`config.mk`:
```
export PLATFORM = sky130hd
export DESIGN_NAME = lidar_wall_follow_pid
export DESIGN_NICKNAME = d
export VERILOG_FILES = /design/src/design/lwf_pkg.sv /design/src/design/lwf_cordic.sv /design/src/design/lidar_wall_follow_pid.sv
export SDC_FILE = /design/constraint.sdc
export NUM_CORES = 2
export LEC_CHECK = 0
export BUFFER_PORTS_ARGS = -buffer_cell sky130_fd_sc_hd__buf_2
export CAP_MARGIN = 25
export CORE_AREA = 2 2 451 453
export CTS_CLUSTER_DIAMETER = 80
export DETAILED_ROUTE_END_ITERATION = 12
export DIE_AREA = 0 0 453 455
export GPL_ROUTABILITY_DRIVEN = 0
export SYNTH_ARGS = -nofsm -noshare
export SYNTH_HDL_FRONTEND = slang
export SYNTH_SLANG_ARGS = --single-unit
```
`constraint.sdc`:
```
create_clock -name clk -period 14.86 [get_ports clk]
set_input_delay 2.972 -clock clk [delete_from_list [all_inputs] [get_ports clk]]
set_output_delay 2.972 -clock clk [all_outputs]
set_load 0.005 [all_outputs]
```
`src/design/lwf_pkg.sv`:
```
// Shared types, constants and the arctangent table for the wall-following controller.
// Used by lwf_cordic and lidar_wall_follow_pid; depends on nothing else.
`default_nettype none
package lwf_pkg;

  localparam int RANGE_BITS   = 16;
  localparam int CORDIC_STEPS = 16;
  localparam int TABLE_LEN    = 24;

  // datapath widths
  localparam int CW     = 44;  // CORDIC x and y
  localparam int ZW     = 34;  // CORDIC angle, Q2.30 with headroom
  localparam int STEP_W = 5;   // iteration index, covers TABLE_LEN

  localparam int INV_GAIN_Q15    = 19898;
  localparam int STEER_SCALE_Q32 = 59969056;
  localparam int S_CLAMP         = 8388608;
  localparam int BAND_HIGH       = 714;
  localparam int BAND_MID        = 1429;

  localparam logic [10:0] SPEED_HIGH = 11'd1500;
  localparam logic [10:0] SPEED_MID  = 11'd1000;
  localparam logic [10:0] SPEED_LOW  = 11'd500;

  // configuration register indexes
  localparam int CFG_IDX_W = 3;
  localparam logic [CFG_IDX_W-1:0] REG_KP       = 3'd0;
  localparam logic [CFG_IDX_W-1:0] REG_KI       = 3'd1;
  localparam logic [CFG_IDX_W-1:0] REG_KD       = 3'd2;
  localparam logic [CFG_IDX_W-1:0] REG_TARGET   = 3'd3;
  localparam logic [CFG_IDX_W-1:0] REG_LOOKAHD  = 3'd4;
  localparam logic [CFG_IDX_W-1:0] REG_BEAM_COS = 3'd5;
  localparam logic [CFG_IDX_W-1:0] REG_BEAM_SIN = 3'd6;

  typedef struct packed {
    logic [15:0] side_range_mm;
    logic [15:0] angled_range_mm;
  } in_t;

  typedef struct packed {
    logic signed [15:0] steer_angle;
    logic [10:0]        speed_mm_s;
    logic signed [15:0] wall_distance_mm;
  } out_t;

  typedef struct packed {
    logic start;
    logic vectoring;
  } cordic_ctl_t;

  // truncated atan(2^-i) in Q2.30
  function automatic logic [30:0] atan_q30(input logic [STEP_W-1:0] idx);
    logic [30:0] v;
    case (idx)
      5'd0:    v = 31'd843314856;
      5'd1:    v = 31'd497837829;
      5'd2:    v = 31'd263043836;
      5'd3:    v = 31'd133525158;
      5'd4:    v = 31'd67021686;
      5'd5:    v = 31'd33543515;
      5'd6:    v = 31'd16775850;
      5'd7:    v = 31'd8388437;
      5'd8:    v = 31'd4194282;
      5'd9:    v = 31'd2097149;
      5'd10:   v = 31'd1048575;
      5'd11:   v = 31'd524287;
      5'd12:   v = 31'd262143;
      5'd13:   v = 31'd131071;
      5'd14:   v = 31'd65535;
      5'd15:   v = 31'd32767;
      5'd16:   v = 31'd16383;
      5'd17:   v = 31'd8191;
      5'd18:   v = 31'd4095;
      5'd19:   v = 31'd2047;
      5'd20:   v = 31'd1023;
      5'd21:   v = 31'd511;
      5'd22:   v = 31'd255;
      5'd23:   v = 31'd127;
      default: v = 31'd0;
    endcase
    return v;
  endfunction

  // clip a range sample to the usable range width
  function automatic logic [15:0] range_sat(input logic [15:0] v);
    localparam int RANGE_MAX = (1 << RANGE_BITS) - 1;
    logic [15:0] r;
    r = v;
    if (RANGE_BITS < 16 && int'({16'd0, v}) > RANGE_MAX) r = 16'(RANGE_MAX);
    return r;
  endfunction

endpackage
`default_nettype wire

```
`src/design/lwf_cordic.sv`:
```
// Iterative CORDIC engine, one micro-rotation per cycle, vectoring or rotation mode.
// Depends on lwf_pkg for widths, step count and the arctangent table.
`default_nettype none
module lwf_cordic (
  input  wire logic                        clk,
  input  wire logic                        rst,
  input  wire lwf_pkg::cordic_ctl_t        ctl,
  input  wire logic signed [lwf_pkg::CW-1:0] x_in,
  input  wire logic signed [lwf_pkg::CW-1:0] y_in,
  input  wire logic signed [lwf_pkg::ZW-1:0] z_in,
  output logic                             done,
  output logic signed [lwf_pkg::CW-1:0]    x_out,
  output logic signed [lwf_pkg::ZW-1:0]    z_out
);

  logic signed [lwf_pkg::CW-1:0] x, y;
  logic signed [lwf_pkg::ZW-1:0] z;
  logic [lwf_pkg::STEP_W-1:0]    step;
  logic                          busy;
  logic                          vec;
  logic                          zero_vec;

  logic signed [lwf_pkg::CW-1:0] dx, dy, x_next, y_next;
  logic signed [lwf_pkg::ZW-1:0] at, z_next;
  logic                          neg;
  logic                          last;

  always_comb begin
    dx  = y >>> step;
    dy  = x >>> step;
    at  = $signed({{(lwf_pkg::ZW-31){1'b0}}, lwf_pkg::atan_q30(step)});
    neg = vec ? y[lwf_pkg::CW-1] : !z[lwf_pkg::ZW-1];
    if (neg) begin
      x_next = x - dx;
      y_next = y + dy;
      z_next = z - at;
    end else begin
      x_next = x + dx;
      y_next = y - dy;
      z_next = z + at;
    end
    last = (step == lwf_pkg::STEP_W'(lwf_pkg::CORDIC_STEPS - 1));
  end

  always_ff @(posedge clk) begin
    if (rst) begin
      busy <= 1'b0;
      done <= 1'b0;
      step <= '0;
    end else begin
      done <= 1'b0;
      if (ctl.start) begin
        busy <= 1'b1;
        step <= '0;
      end else if (busy) begin
        step <= step + 1'b1;
        if (last) begin
          busy <= 1'b0;
          done <= 1'b1;
        end
      end
    end
  end

  always_ff @(posedge clk) begin
    if (ctl.start) begin
      x        <= x_in;
      y        <= y_in;
      z        <= z_in;
      vec      <= ctl.vectoring;
      // a null vector has no angle: hold zero
      zero_vec <= ctl.vectoring && (x_in == '0) && (y_in == '0);
    end else if (busy) begin
      x <= x_next;
      y <= y_next;
      if (!zero_vec) z <= z_next;
    end
  end

  assign x_out = x;
  assign z_out = z;

endmodule
`default_nettype wire

```
`src/design/lidar_wall_follow_pid.sv`:
```
// Wall-following PID controller: top level with sequencer, shared multiplier and PID state.
// Depends on lwf_pkg and lwf_cordic.
//
// Use: each input word carries the side range and the angled range of one scan.
// A word is taken on in_valid && in_ready; in_ready is high only while the
// sequencer is idle. One result word (steering, speed band, projected wall
// distance) follows on out_valid/out_ready for every input word.
// From accept to out_valid: the multiplier states ST_M_AC, ST_M_AS, ST_M_BQ and
// ST_M_LQ, two CORDIC passes of CORDIC_STEPS iterations, each ending in its done
// strobe (the first pass overlaps ST_M_LQ), a launch state between the passes,
// and the states ST_ERR through ST_OUT for the error, PID terms and steering scale, all through
// one registered multiplier and one CORDIC stage reused every cycle.
// A new word is taken only back in the idle state, once the previous one has
// been through the whole sequence.
// The result sits in an output register; the next word is accepted while it
// waits. If the receiver still stalls when the next result is ready, the
// sequencer holds in its last state until the register frees.
// Configuration is written through cfg_we/cfg_index/cfg_data; the user must write
// it only while idle, which the block itself does not enforce. Unknown indexes are
// ignored. Reset (rst, synchronous) restores the default gains and geometry, clears
// the integral and last error, and empties the output register.
`default_nettype none
module lidar_wall_follow_pid (
  input  wire logic                            clk,
  input  wire logic                            rst,
  input  wire logic                            in_valid,
  output logic                                 in_ready,
  input  wire lwf_pkg::in_t                    in_data,
  output logic                                 out_valid,
  input  wire logic                            out_ready,
  output lwf_pkg::out_t                        out_data,
  input  wire logic                            cfg_we,
  input  wire logic [lwf_pkg::CFG_IDX_W-1:0]   cfg_index,
  input  wire logic [15:0]                     cfg_data
);

  localparam logic [3:0] ST_IDLE   = 4'd0;
  localparam logic [3:0] ST_M_AC   = 4'd1;
  localparam logic [3:0] ST_M_AS   = 4'd2;
  localparam logic [3:0] ST_M_BQ   = 4'd3;
  localparam logic [3:0] ST_M_LQ   = 4'd4;
  localparam logic [3:0] ST_VWAIT  = 4'd5;
  localparam logic [3:0] ST_RSTART = 4'd6;
  localparam logic [3:0] ST_RWAIT  = 4'd7;
  localparam logic [3:0] ST_ERR    = 4'd8;
  localparam logic [3:0] ST_P_KP   = 4'd9;
  localparam logic [3:0] ST_P_KI   = 4'd10;
  localparam logic [3:0] ST_P_KD   = 4'd11;
  localparam logic [3:0] ST_SUM    = 4'd12;
  localparam logic [3:0] ST_P_ST   = 4'd13;
  localparam logic [3:0] ST_OUT    = 4'd14;

  localparam int CW = lwf_pkg::CW;
  localparam int ZW = lwf_pkg::ZW;

  localparam logic signed [CW-1:0] DIST_MAX = CW'(32767);
  localparam logic signed [CW-1:0] DIST_MIN = -CW'(32768);
  localparam logic signed [51:0]   S_MAX    = 52'(lwf_pkg::S_CLAMP);
  localparam logic signed [51:0]   S_MIN    = -52'(lwf_pkg::S_CLAMP);
  localparam logic signed [27:0]   STEER_MAX = 28'(32767);
  localparam logic signed [27:0]   STEER_MIN = -28'(32768);

  logic [3:0] state, state_next;

  // configuration
  logic [15:0] kp_gain, ki_gain, kd_gain, target_distance_mm, lookahead_mm;
  logic [14:0] beam_cos, beam_sin;

  // item data and intermediates
  logic [15:0]             b, a;
  logic signed [CW-1:0]    num, bq;
  logic signed [15:0]      wall_dist;
  logic signed [16:0]      err;
  logic signed [31:0]      sum;
  logic signed [17:0]      diff;
  logic signed [51:0]      acc;
  logic signed [24:0]      sneg;

  // PID state
  logic signed [16:0] last_error;
  logic signed [31:0] error_sum;

  // shared multiplier
  logic signed [32:0] mul_a;
  logic signed [26:0] mul_b;
  logic signed [59:0] p;
  logic               p_en;

  // CORDIC engine
  lwf_pkg::cordic_ctl_t   cordic_ctl;
  logic signed [CW-1:0]   cx_in, cy_in, cx_out;
  logic signed [ZW-1:0]   cz_in, cz_out;
  logic                   cordic_done;

  lwf_cordic u_cordic (
    .clk   (clk),
    .rst   (rst),
    .ctl   (cordic_ctl),
    .x_in  (cx_in),
    .y_in  (cy_in),
    .z_in  (cz_in),
    .done  (cordic_done),
    .x_out (cx_out),
    .z_out (cz_out)
  );

  assign in_ready = (state == ST_IDLE);

  always_ff @(posedge clk) begin
    if (rst) begin
      kp_gain            <= 16'd2048;
      ki_gain            <= 16'd0;
      kd_gain            <= 16'd23;
      target_distance_mm <= 16'd950;
      lookahead_mm       <= 16'd500;
      beam_cos           <= 15'd21063;
      beam_sin           <= 15'd25102;
    end else if (cfg_we) begin
      case (cfg_index)
        lwf_pkg::REG_KP:       kp_gain            <= cfg_data;
        lwf_pkg::REG_KI:       ki_gain            <= cfg_data;
        lwf_pkg::REG_KD:       kd_gain            <= cfg_data;
        lwf_pkg::REG_TARGET:   target_distance_mm <= cfg_data;
        lwf_pkg::REG_LOOKAHD:  lookahead_mm       <= cfg_data;
        lwf_pkg::REG_BEAM_COS: beam_cos           <= cfg_data[14:0];
        lwf_pkg::REG_BEAM_SIN: beam_sin           <= cfg_data[14:0];
        default: ;
      endcase
    end
  end

  // multiplier operand select
  always_comb begin
    mul_a = '0;
    mul_b = '0;
    p_en  = 1'b1;
    case (state)
      ST_M_AC: begin
        mul_a = $signed({17'd0, a});
        mul_b = $signed({12'd0, beam_cos});
      end
      ST_M_AS: begin
        mul_a = $signed({17'd0, a});
        mul_b = $signed({12'd0, beam_sin});
      end
      ST_M_BQ: begin
        mul_a = $signed({17'd0, b});
        mul_b = 27'(lwf_pkg::INV_GAIN_Q15);
      end
      ST_M_LQ: begin
        mul_a = $signed({17'd0, lookahead_mm});
        mul_b = 27'(lwf_pkg::INV_GAIN_Q15);
      end
      ST_P_KP: begin
        mul_a = 33'(err);
        mul_b = $signed({11'd0, kp_gain});
      end
      ST_P_KI: begin
        mul_a = 33'(sum);
        mul_b = $signed({11'd0, ki_gain});
      end
      ST_P_KD: begin
        mul_a = 33'(diff);
        mul_b = $signed({11'd0, kd_gain});
      end
      ST_P_ST: begin
        mul_a = 33'(sneg);
        mul_b = 27'(lwf_pkg::STEER_SCALE_Q32);
      end
      default: p_en = 1'b0;
    endcase
  end

  always_ff @(posedge clk) begin
    if (p_en) p <= mul_a * mul_b;
  end

  // CORDIC launch
  logic signed [CW-1:0] p_cw;
  assign p_cw = p[CW-1:0];

  always_comb begin
    cordic_ctl.start     = 1'b0;
    cordic_ctl.vectoring = 1'b0;
    cx_in = bq;
    cy_in = p_cw;
    cz_in = -cz_out;
    case (state)
      ST_M_BQ: begin
        // p holds a*sin: that shifted is x, num is y
        cordic_ctl.start     = 1'b1;
        cordic_ctl.vectoring = 1'b1;
        cx_in = p_cw <<< 8;
        cy_in = num;
        cz_in = '0;
      end
      ST_RSTART: cordic_ctl.start = 1'b1;
      default: ;
    endcase
  end

  // error, integral, derivative
  logic signed [CW-1:0] d_round;
  logic signed [15:0]   wall_dist_next;
  logic signed [18:0]   e_wide;
  logic signed [16:0]   err_next;
  logic signed [32:0]   sum_wide;
  logic signed [31:0]   sum_next;
  logic signed [51:0]   s_full;
  logic signed [24:0]   s_sat;
  logic signed [59:0]   st_round;
  logic signed [27:0]   st_shift;
  logic signed [15:0]   steer;
  logic [16:0]          mag;
  logic [10:0]          speed;

  always_comb begin
    d_round = (cx_out + CW'(16384)) >>> 15;
    if (d_round > DIST_MAX)      wall_dist_next = 16'sd32767;
    else if (d_round < DIST_MIN) wall_dist_next = -16'sd32768;
    else                         wall_dist_next = d_round[15:0];

    e_wide = $signed({3'd0, target_distance_mm}) - 19'(wall_dist_next);
    if (e_wide > 19'sd65535)       err_next = 17'sd65535;
    else if (e_wide < -19'sd65536) err_next = -17'sd65536;
    else                           err_next = e_wide[16:0];

    sum_wide = 33'(error_sum) + 33'(err_next);
    if (sum_wide[32] != sum_wide[31])
      sum_next = sum_wide[32] ? {1'b1, 31'd0} : {1'b0, {31{1'b1}}};
    else
      sum_next = sum_wide[31:0];

    s_full = acc + p[51:0];
    if (s_full > S_MAX)      s_sat = 25'(lwf_pkg::S_CLAMP);
    else if (s_full < S_MIN) s_sat = -25'(lwf_pkg::S_CLAMP);
    else                     s_sat = s_full[24:0];

    st_round = p + 60'sd2147483648;
    st_shift = st_round[59:32];
    if (st_shift > STEER_MAX)      steer = 16'sd32767;
    else if (st_shift < STEER_MIN) steer = -16'sd32768;
    else                           steer = st_shift[15:0];

    mag = steer[15] ? -17'(steer) : 17'(steer);
    if (mag <= 17'(lwf_pkg::BAND_HIGH))     speed = lwf_pkg::SPEED_HIGH;
    else if (mag <= 17'(lwf_pkg::BAND_MID)) speed = lwf_pkg::SPEED_MID;
    else                                    speed = lwf_pkg::SPEED_LOW;
  end

  logic out_free;
  assign out_free = !out_valid || out_ready;

  always_comb begin
    state_next = state;
    case (state)
      ST_IDLE:   if (in_valid) state_next = ST_M_AC;
      ST_M_AC:   state_next = ST_M_AS;
      ST_M_AS:   state_next = ST_M_BQ;
      ST_M_BQ:   state_next = ST_M_LQ;
      ST_M_LQ:   state_next = ST_VWAIT;
      ST_VWAIT:  if (cordic_done) state_next = ST_RSTART;
      ST_RSTART: state_next = ST_RWAIT;
      ST_RWAIT:  if (cordic_done) state_next = ST_ERR;
      ST_ERR:    state_next = ST_P_KP;
      ST_P_KP:   state_next = ST_P_KI;
      ST_P_KI:   state_next = ST_P_KD;
      ST_P_KD:   state_next = ST_SUM;
      ST_SUM:    state_next = ST_P_ST;
      ST_P_ST:   state_next = ST_OUT;
      ST_OUT:    if (out_free) state_next = ST_IDLE;
      default:   state_next = ST_IDLE;
    endcase
  end

  always_ff @(posedge clk) begin
    if (rst) begin
      state      <= ST_IDLE;
      last_error <= '0;
      error_sum  <= '0;
      out_valid  <= 1'b0;
    end else begin
      state <= state_next;
      if (state == ST_SUM) begin
        error_sum  <= sum;
        last_error <= err;
      end
      if (state == ST_OUT && out_free) out_valid <= 1'b1;
      else if (out_ready)              out_valid <= 1'b0;
    end
  end

  always_ff @(posedge clk) begin
    case (state)
      ST_IDLE: begin
        b <= lwf_pkg::range_sat(in_data.side_range_mm);
        a <= lwf_pkg::range_sat(in_data.angled_range_mm);
      end
      ST_M_AS: num <= (p_cw - $signed({{(CW-31){1'b0}}, b, 15'd0})) <<< 8;
      ST_M_LQ: bq <= p_cw;
      ST_ERR: begin
        wall_dist <= wall_dist_next;
        err       <= err_next;
        sum       <= sum_next;
        diff      <= 18'(err_next) - 18'(last_error);
      end
      ST_P_KI: acc <= p[51:0];
      ST_P_KD: acc <= acc + p[51:0];
      ST_SUM:  sneg <= -s_sat;
      ST_OUT: begin
        if (out_free) begin
          out_data.steer_angle      <= steer;
          out_data.speed_mm_s       <= speed;
          out_data.wall_distance_mm <= wall_dist;
        end
      end
      default: ;
    endcase
  end

`ifndef SYNTHESIS
  // an accepted word always starts the sequence
  a_accept_starts: assert property (@(posedge clk) disable iff (rst)
    in_valid && in_ready |=> state == ST_M_AC)
    else $error("accepted word did not start the sequencer");

  // the CORDIC finishes only while the sequencer waits for it
  a_done_in_wait: assert property (@(posedge clk) disable iff (rst)
    cordic_done |-> state == ST_VWAIT || state == ST_RWAIT)
    else $error("CORDIC done outside a wait state");

  // a loaded result carries one of the three speed bands
  a_speed_band: assert property (@(posedge clk) disable iff (rst)
    state == ST_OUT && out_free |=> out_valid &&
      (out_data.speed_mm_s == lwf_pkg::SPEED_HIGH ||
       out_data.speed_mm_s == lwf_pkg::SPEED_MID ||
       out_data.speed_mm_s == lwf_pkg::SPEED_LOW))
    else $error("result loaded without a valid speed band");

  // a result is only loaded from the last state
  a_load_from_out: assert property (@(posedge clk) disable iff (rst)
    $rose(out_valid) |-> $past(state) == ST_OUT)
    else $error("out_valid rose outside the output state");
`endif

endmodule
`default_nettype wire
```
# Word level (Yosys, flattened, before mapping)

Memories as Yosys holds them, arrays and structs flattened. A register that Yosys moved wholly into a read port is not among the register bits.
Cells that the tools add are included.

Order comparisons: 10
Reductions and logical operators: 29
Muxes and demuxes: 45
Shift operators: 2
$mul: 1
$add $sub $neg: 17
Bitwise operators: 1
Equality and inequality tests: 27

Operator list:

| kind                                                                           | count |
|---|---|
| 44-bit two-way mux                                                             | 8 |
| 33-bit one-hot mux with 7 select lines                                         | 1 |
| 26-bit one-hot mux with 7 select lines                                         | 1 |
| 34-bit two-way mux                                                             | 5 |
| 52-bit one-hot mux with 2 select lines                                         | 1 |
| 44-bit adder                                                                   | 2 |
| 44-bit zero test                                                               | 2 |
| 44-bit by 5-bit >>> shifter with 44-bit output                                 | 2 |
| 44-bit subtractor                                                              | 2 |
| 16-bit two-way mux                                                             | 4 |
| 32-bit two-way mux                                                             | 2 |
| 60-bit by 33-bit adder with 60-bit output, second input constant               | 1 |
| 33-bit by 27-bit multiplier with 60-bit output                                 | 1 |
| 4-bit one-hot mux with 15 select lines                                         | 1 |
| 52-bit adder                                                                   | 1 |
| 52-bit by 25-bit > comparator with 1-bit output, second input constant         | 1 |
| 52-bit by 24-bit less-than comparator with 1-bit output, second input constant | 1 |
| 17-bit two-way mux                                                             | 3 |
| 25-bit two-way mux                                                             | 2 |
| 44-bit by 16-bit adder with 44-bit output, second input constant               | 1 |
| 36-bit by 32-bit subtractor with 36-bit output                                 | 1 |
| 34-bit by 32-bit adder with 34-bit output                                      | 1 |
| 34-bit negator                                                                 | 1 |
| 34-bit by 32-bit subtractor with 34-bit output                                 | 1 |
| other kinds (41)                                                               | 86 |

Memory bits (read-only): 960
Input port bits: 56
Memories kept: 1
Output and inout port bits: 45
Register bits after elaboration: 670
Word-level logic and storage cells: 166

Memories:

| memory          | depth | width | rd ports | clocked after Yosys merged registers in | wr ports | RTL line      | RTL |
|---|---|---|---|---|---|---|---|
| (no name shown) | 32    | 30    | 1        | 1                                       | 0        | lwf_pkg.sv:54 | `case (idx)` |

# Depth between registers and ports, before layout

Word-level depth: 11
Depth in mapped cells: 45

# Modules after synthesis

A second synthesis with hierarchy kept.

Cell total of the unflattened synthesis: 8,533
Area, all modules: 77,301.6 um2

Modules (own cells, without submodules):

| module                | times used | cells an instance | area an instance (um2) | seq. area each (um2) |
|---|---|---|---|---|
| lidar_wall_follow_pid | 1          | 5,837             | 54,672.4               | 14,363.8 |
| lwf_cordic            | 1          | 2,696             | 22,629.2               | 4,464.3 |

# Worst setup path after synthesis

Ideal clock, no wire load.

Path type: flip-flop to flip-flop
Start: register state[3]
End: register p[59] (data pin)
Path buffers: 4
Slack: 3.650 ns
Clock period less this slack: 11.210 ns
Cell stages (with the launch flop): 36
Library setup time: 0.265 ns
Arrival: 10.944 ns
Required time: 14.595 ns
Cells stage by stage: dfxtp_1 > clkbuf_1 > nand2_1 > nor2_1 > and2_1 > clkbuf_1 > nand2_1 > nand2_1 > clkbuf_1 > a211o_1 > clkbuf_1 > nand2_1 > fa_1 > inv_1 > fa_1 > fa_1 > fa_1 > inv_1 > fa_1 > fa_1 > inv_1 > fa_1 > ha_1 > a21o_1 > a21o_1 > a221o_1 > a21o_1 > a21oi_1 > and3_1 > a211o_1 > nand3_1 > a22oi_1 > o31ai_1 > a221o_1 > a221oi_1 > xnor2_1

Cells in the longest elaborated chain, start to end: 4

RTL lines:

| what                                                                                                    | RTL line                     | RTL |
|---|---|---|
| start: declaration                                                                                      | lidar_wall_follow_pid.sv:63  | `logic [3:0] state, state_next;` |
| start signal: assignment                                                                                | lidar_wall_follow_pid.sv:283 | `state <= state_next;` |
| 4-bit by 2-bit == test with 1-bit output, or another cell as far along                                  | lidar_wall_follow_pid.sv:137 | `case (state)` |
| 2-bit OR reduction (no line)                                                                            | n/a                          |  |
| 33-bit one-hot mux with 7 select lines / 26-bit one-hot mux with 7 select lines (equally long branches) | lidar_wall_follow_pid.sv:137 |  |
| 33-bit by 27-bit multiplier with 60-bit output *                                                        | lidar_wall_follow_pid.sv:175 | `if (p_en) p <= mul_a * mul_b;` |
| end signal: assignment                                                                                  | lidar_wall_follow_pid.sv:175 |  |
| end: declaration                                                                                        | lidar_wall_follow_pid.sv:86  | `logic signed [59:0] p;` |

Every way passes the cells marked *; elsewhere a longest branch is shown, timed or not.
A chain may end at the register's enable or synchronous reset.

# Worst setup path after layout

Start: register u_cordic.x (netlist bit u_cordic.x_out[16])
End: register sum[30] (data pin)

Cells in the longest elaborated chain, start to end: 11

RTL lines:

| what                                                       | RTL line                                                   | RTL |
|---|---|---|
| start: declaration                                         | lwf_cordic.sv:16                                           | `logic signed [lwf_pkg::CW-1:0] x, y;` |
| start signal: assignment                                   | lwf_cordic.sv:67                                           | `x <= x_in;` |
| start signal: assignment                                   | lwf_cordic.sv:74                                           | `x <= x_next;` |
| 44-bit by 16-bit adder with 44-bit output *                | lidar_wall_follow_pid.sv:218                               | `d_round = (cx_out + CW'(16384)) >>> 15;` |
| 29-bit by 16-bit less-than comparator with 1-bit output    | lidar_wall_follow_pid.sv:220                               | `else if (d_round < DIST_MIN) wall_dist_next = -16'sd32768;` |
| 16-bit two-way mux                                         | lidar_wall_follow_pid.sv:220                               |  |
| 16-bit two-way mux *                                       | lidar_wall_follow_pid.sv:219                               | `if (d_round > DIST_MAX) wall_dist_next = 16'sd32767;` |
| net wall_dist_next[0]                                      | lidar_wall_follow_pid.sv:204                               | `logic signed [15:0] wall_dist_next;` |
| 17-bit by 16-bit subtractor with 18-bit output *           | lidar_wall_follow_pid.sv:223                               | `e_wide = $signed({3'd0, target_distance_mm}) - 19'(wall_dist_next);` |
| 18-bit by 17-bit less-than comparator with 1-bit output    | lidar_wall_follow_pid.sv:225                               | `else if (e_wide < -19'sd65536) err_next = -17'sd65536;` |
| 17-bit two-way mux                                         | lidar_wall_follow_pid.sv:225                               |  |
| 17-bit two-way mux *                                       | lidar_wall_follow_pid.sv:224                               | `if (e_wide > 19'sd65535) err_next = 17'sd65535;` |
| net err_next[0]                                            | lidar_wall_follow_pid.sv:206                               | `logic signed [16:0] err_next;` |
| 32-bit by 17-bit adder with 33-bit output *                | lidar_wall_follow_pid.sv:228                               | `sum_wide = 33'(error_sum) + 33'(err_next);` |
| 32-bit two-way mux / 1-bit != test (equally long branches) | lidar_wall_follow_pid.sv:230, lidar_wall_follow_pid.sv:229 |  |
| 32-bit two-way mux *                                       | lidar_wall_follow_pid.sv:229                               | `if (sum_wide[32] != sum_wide[31])` |
| net sum_next[30]                                           | lidar_wall_follow_pid.sv:208                               | `logic signed [31:0] sum_next;` |
| end signal: assignment                                     | lidar_wall_follow_pid.sv:304                               | `sum <= sum_next;` |
| end: declaration                                           | lidar_wall_follow_pid.sv:74                                | `logic signed [31:0] sum;` |

Mark *: on every way through the listed nets, which the timed path passes. The rest lies on a longest branch.

==> impl_metrics.yaml <==
routing:
  routed_wirelength_um: 240000
  wl_per_cell_um: 22.2
  post_drt_via_cell_ratio: 5.65
  drtIter0Drc: 6231
  via_count: 61018
  drt_first_pass_iters: 6
  drc_errors: 0
  detail-route-antenna-nets: 0
timing:
  fin_ws_ns: 2.74
  fmax_mhz: 82.5
  period_minus_slack_ns: 12.12
  setup_viol: 0
  max_slew_margin_pct: 25.7
  fin_worst_skew_ns: 0.112
  hold_violations: 0
  tns_ns: 0
  rsz0062_at_grt: "no"
  slew_violations: 0
  final.period_utilization_pct: 81.6
  worstMarginPinSlew_ns: 1.11
cts:
  cts_tree: "yes"
  clock_sinks: 694
  cts-buffers-inserted: 89
  clockBufferDepth: 3
  insertion_delay_ns: 0.79
  cts_root_buf: "clkbuf_16"
  cts_setup_buffers: 0
  cts_htree_levels: 3
  cts_hold_buf: 0
  cts.clk_slew.worst_paths_ns: 0.06
  cts_resized: 0
pwr:
  clock_power_share_pct: 27.0
  power_density_nw_per_um2: 110
  intPower_mw: 5.23
  ir_drop_mv: 0.103
  swShare_pct: 41.0
  seqPwrFrac_pct: 29.3
  comb_power_share_pct: 43.7
  p_leak_nw: 35.4
  p_sw_mw: 3.63
layout:
  post-route-util_pct: 40.0
  drive_gt1_share_pct: 7.00
  nets: 9277
  areaGrowthSynthToFinish_pct: 8.70
  layout.cells.non_filler: 10804
hold_path:
  hp-start: "wall_dist[14]$_DFFE_PP_"
  hold_depth: 0
  holdPathEnd: "out_data[14]$_DFFE_PP_"
  hold_path.class: "reg -> reg"
logic_synthesis:
  synth_edf_count: 493
  synth_async_sr_flop_share_pct: 0
  yosysTopAreaCell: "edfxtp_1"
  synth_common_cells: "nand2_1 (1274), inv_1 (835), fa_1 (710)"
  ys_seq_elements: 694
  ys_top_cells_by_area: "edfxtp_1 (20%), fa_1 (19%), ha_1 (7.8%)"
  synth.avg_cell_area_um2: 9.08
  synthFlopType: "edfxtp_1"
  yosysWarningCount: 0
  syn_area_um2: 74000
  syn_inst: 8149
  netlist.area_leader.share_pct: 20.0
  ys_seq_area_share_pct: 25.4
  synth.most_common_cell: "nand2_1"
  synth_cell_type_count: 105
setup_path:
  r2r_slack_ns: 2.74
  reg2reg_depth: 39
  slowest_stage: "a21oi_1"
  crit_fanout: 24
  critPathKind: "reg -> reg"
  cpMostUsedCell: "a21oi_1"
  timing.rr.start: "u_cordic.x_out[16]$_DFFE_PP_"
  cp-end-kind: "flip-flop"
  reg2reg_to: "sum[30]$_DFFE_PP_"
  cpPeakStageDelay_ns: 0.81
  critPathLaunchType: "flip-flop"
  critPathArrivalTime_ns: 12.75
  cp.required_ns: 15.48
floorplanning:
  core_area_um2: 201000
  die_y_um: 455
  ios: 101
  dieArea_um2: 206000
  num_rows: 165
  start_util_pct: 36.8
  dieWidth_um: 453
placement:
  hpwl_um: 188000
  io_buffers: 95
  pre_cts_ws_ns: 3.01
  place_inst: 10627
grt:
  antenna_found_initial: 11
  grt_pass1_wl_um: 367000
  grt_max_degree: 93
  grt-ovfl-total: 0
  grt_usage_pct: 23.0
  grt_pass1_vias: 60427
job:
  maxCapViolations: 0
status:
  status: "complete, no violations"
==> kinds of logic (layout without fill, tap and decap cells) <==
kind of cell / after synthesis / in the layout / share of synthesized area, %
adders and majority gates: 1177 / 1177 / 27.1
AOI/OAI and AO/OA: 1758 / 1758 / 14.8
muxes: 231 / 231 / 5.02
other: 2 / 9 / 0.0102
buffers and inverters: 1232 / 1208 / 6.43
xor gates and xnor gates: 457 / 457 / 5.41
and+or+nand+nor: 2598 / 2598 / 15.8
DFF: 694 / 694 / 25.4
==> layout by cell type, fill, tap and decap left out, drive strengths merged, types with 47 or more instances in the layout <==
cell type  netlist  final
a211oi          47     47
edfxtp         493    493
fa             710    710
inv            837    847
nor4            61     61
clkbuf         323    113
buf             71    200
and3            69     69
nand4           70     70
xor2           198    198
a31oi           73     73
dfxtp          201    201
nor3            93     93
mux4           104    104
xnor2          259    259
a21oi          559    559
nand3          123    123
nor2b           60     60
a21o           153    153
ha             460    460
nand2b          57     57
a22oi           54     54
mux2i           82     82
o21a            76     76
nand2         1275   1275
o21ai          428    428
and2            83     83
nor2           533    533
==> state kept, by name, indices dropped and copies added (netlist names), 16 cells and up <==
signal,flops
kd_gain,16
u_cordic.z_out,34
error_sum,32
lookahead_mm,16
out_data,37
num,36
ki_gain,16
b,16
sneg,25
diff,18
last_error,17
kp_gain,16
acc,52
a,16
wall_dist,16
p,60
sum,32
err,17
u_cordic.x_out,44
u_cordic.at,30
bq,44
u_cordic.y,44
target_distance_mm,16
==> per-stage QoR <==
step / hold WS, ns / instance area [um^2] / total power, mW
after floorplan: 0.400 / 74000 / 5.24
after global placement: 0.406 / 77100 / 6.32
after detailed placement: 0.406 / 77100 / 6.39
after CTS: 0.420 / 80300 / 8.81
after global routing: 0.426 / 80400 / 9.34
final: 0.417 / 80400 / 8.85
==> critical path, delay by kind of cell, from the launching register on <==
family,cells,cell delay [ns]
fa+ha+maj,4,1.09
compound gates,21,5.57
simple gates,13,4.52
flops,1,0.52
xor+xnor,1,0.28
==> power groups by stage <==
stage          clock network, mW  registers, mW  logic (mW)
4_1_cts                     2.43           2.58        3.80
5_1_grt                     2.50           2.60        4.24
2_1_floorplan                  0           2.51        2.72
3_3_place_gp                   0           2.62        3.70
6_report                    2.39           2.59        3.87
3_5_place_dp                   0           2.62        3.77
==> metal layers <==
layer	part of all wire (%)	global-route usage (%)	wire length [um]
met1	41	30.0	98300
met2	46	37.1	109000
met3	8.1	4.09	19500
met4	5.3	10.6	12600
met5	0.020	0	49
==> worst max path at each step <==
stage | depth (start not counted) | from | slack, ns | to
floorplan | 35 | state[3]$_SDFFE_PP0P_ | 3.65 | p[59]$_DFFE_PP_
global placement | 39 | u_cordic.x_out[16]$_DFFE_PP_ | 3.51 | sum[30]$_DFFE_PP_
detailed placement | 39 | u_cordic.x_out[16]$_DFFE_PP_ | 3.01 | sum[30]$_DFFE_PP_
CTS | 39 | u_cordic.x_out[16]$_DFFE_PP_ | 2.95 | sum[30]$_DFFE_PP_
global route | 39 | u_cordic.x_out[16]$_DFFE_PP_ | 1.60 | sum[30]$_DFFE_PP_
finish | 39 | u_cordic.x_out[16]$_DFFE_PP_ | 2.74 | sum[30]$_DFFE_PP_
==> area by class of cell <==
type	instances	area, um^2
fillers	19863	121000
clock inverters	57	827
clock buffers	111	2410
inverters	838	3150
flip-flops and latches	694	18800
repair buffers	202	1310
well taps	2672	3340
multi-input cells	6226	50500
diodes	4	10.0
(Power assumes the default switching activity.)
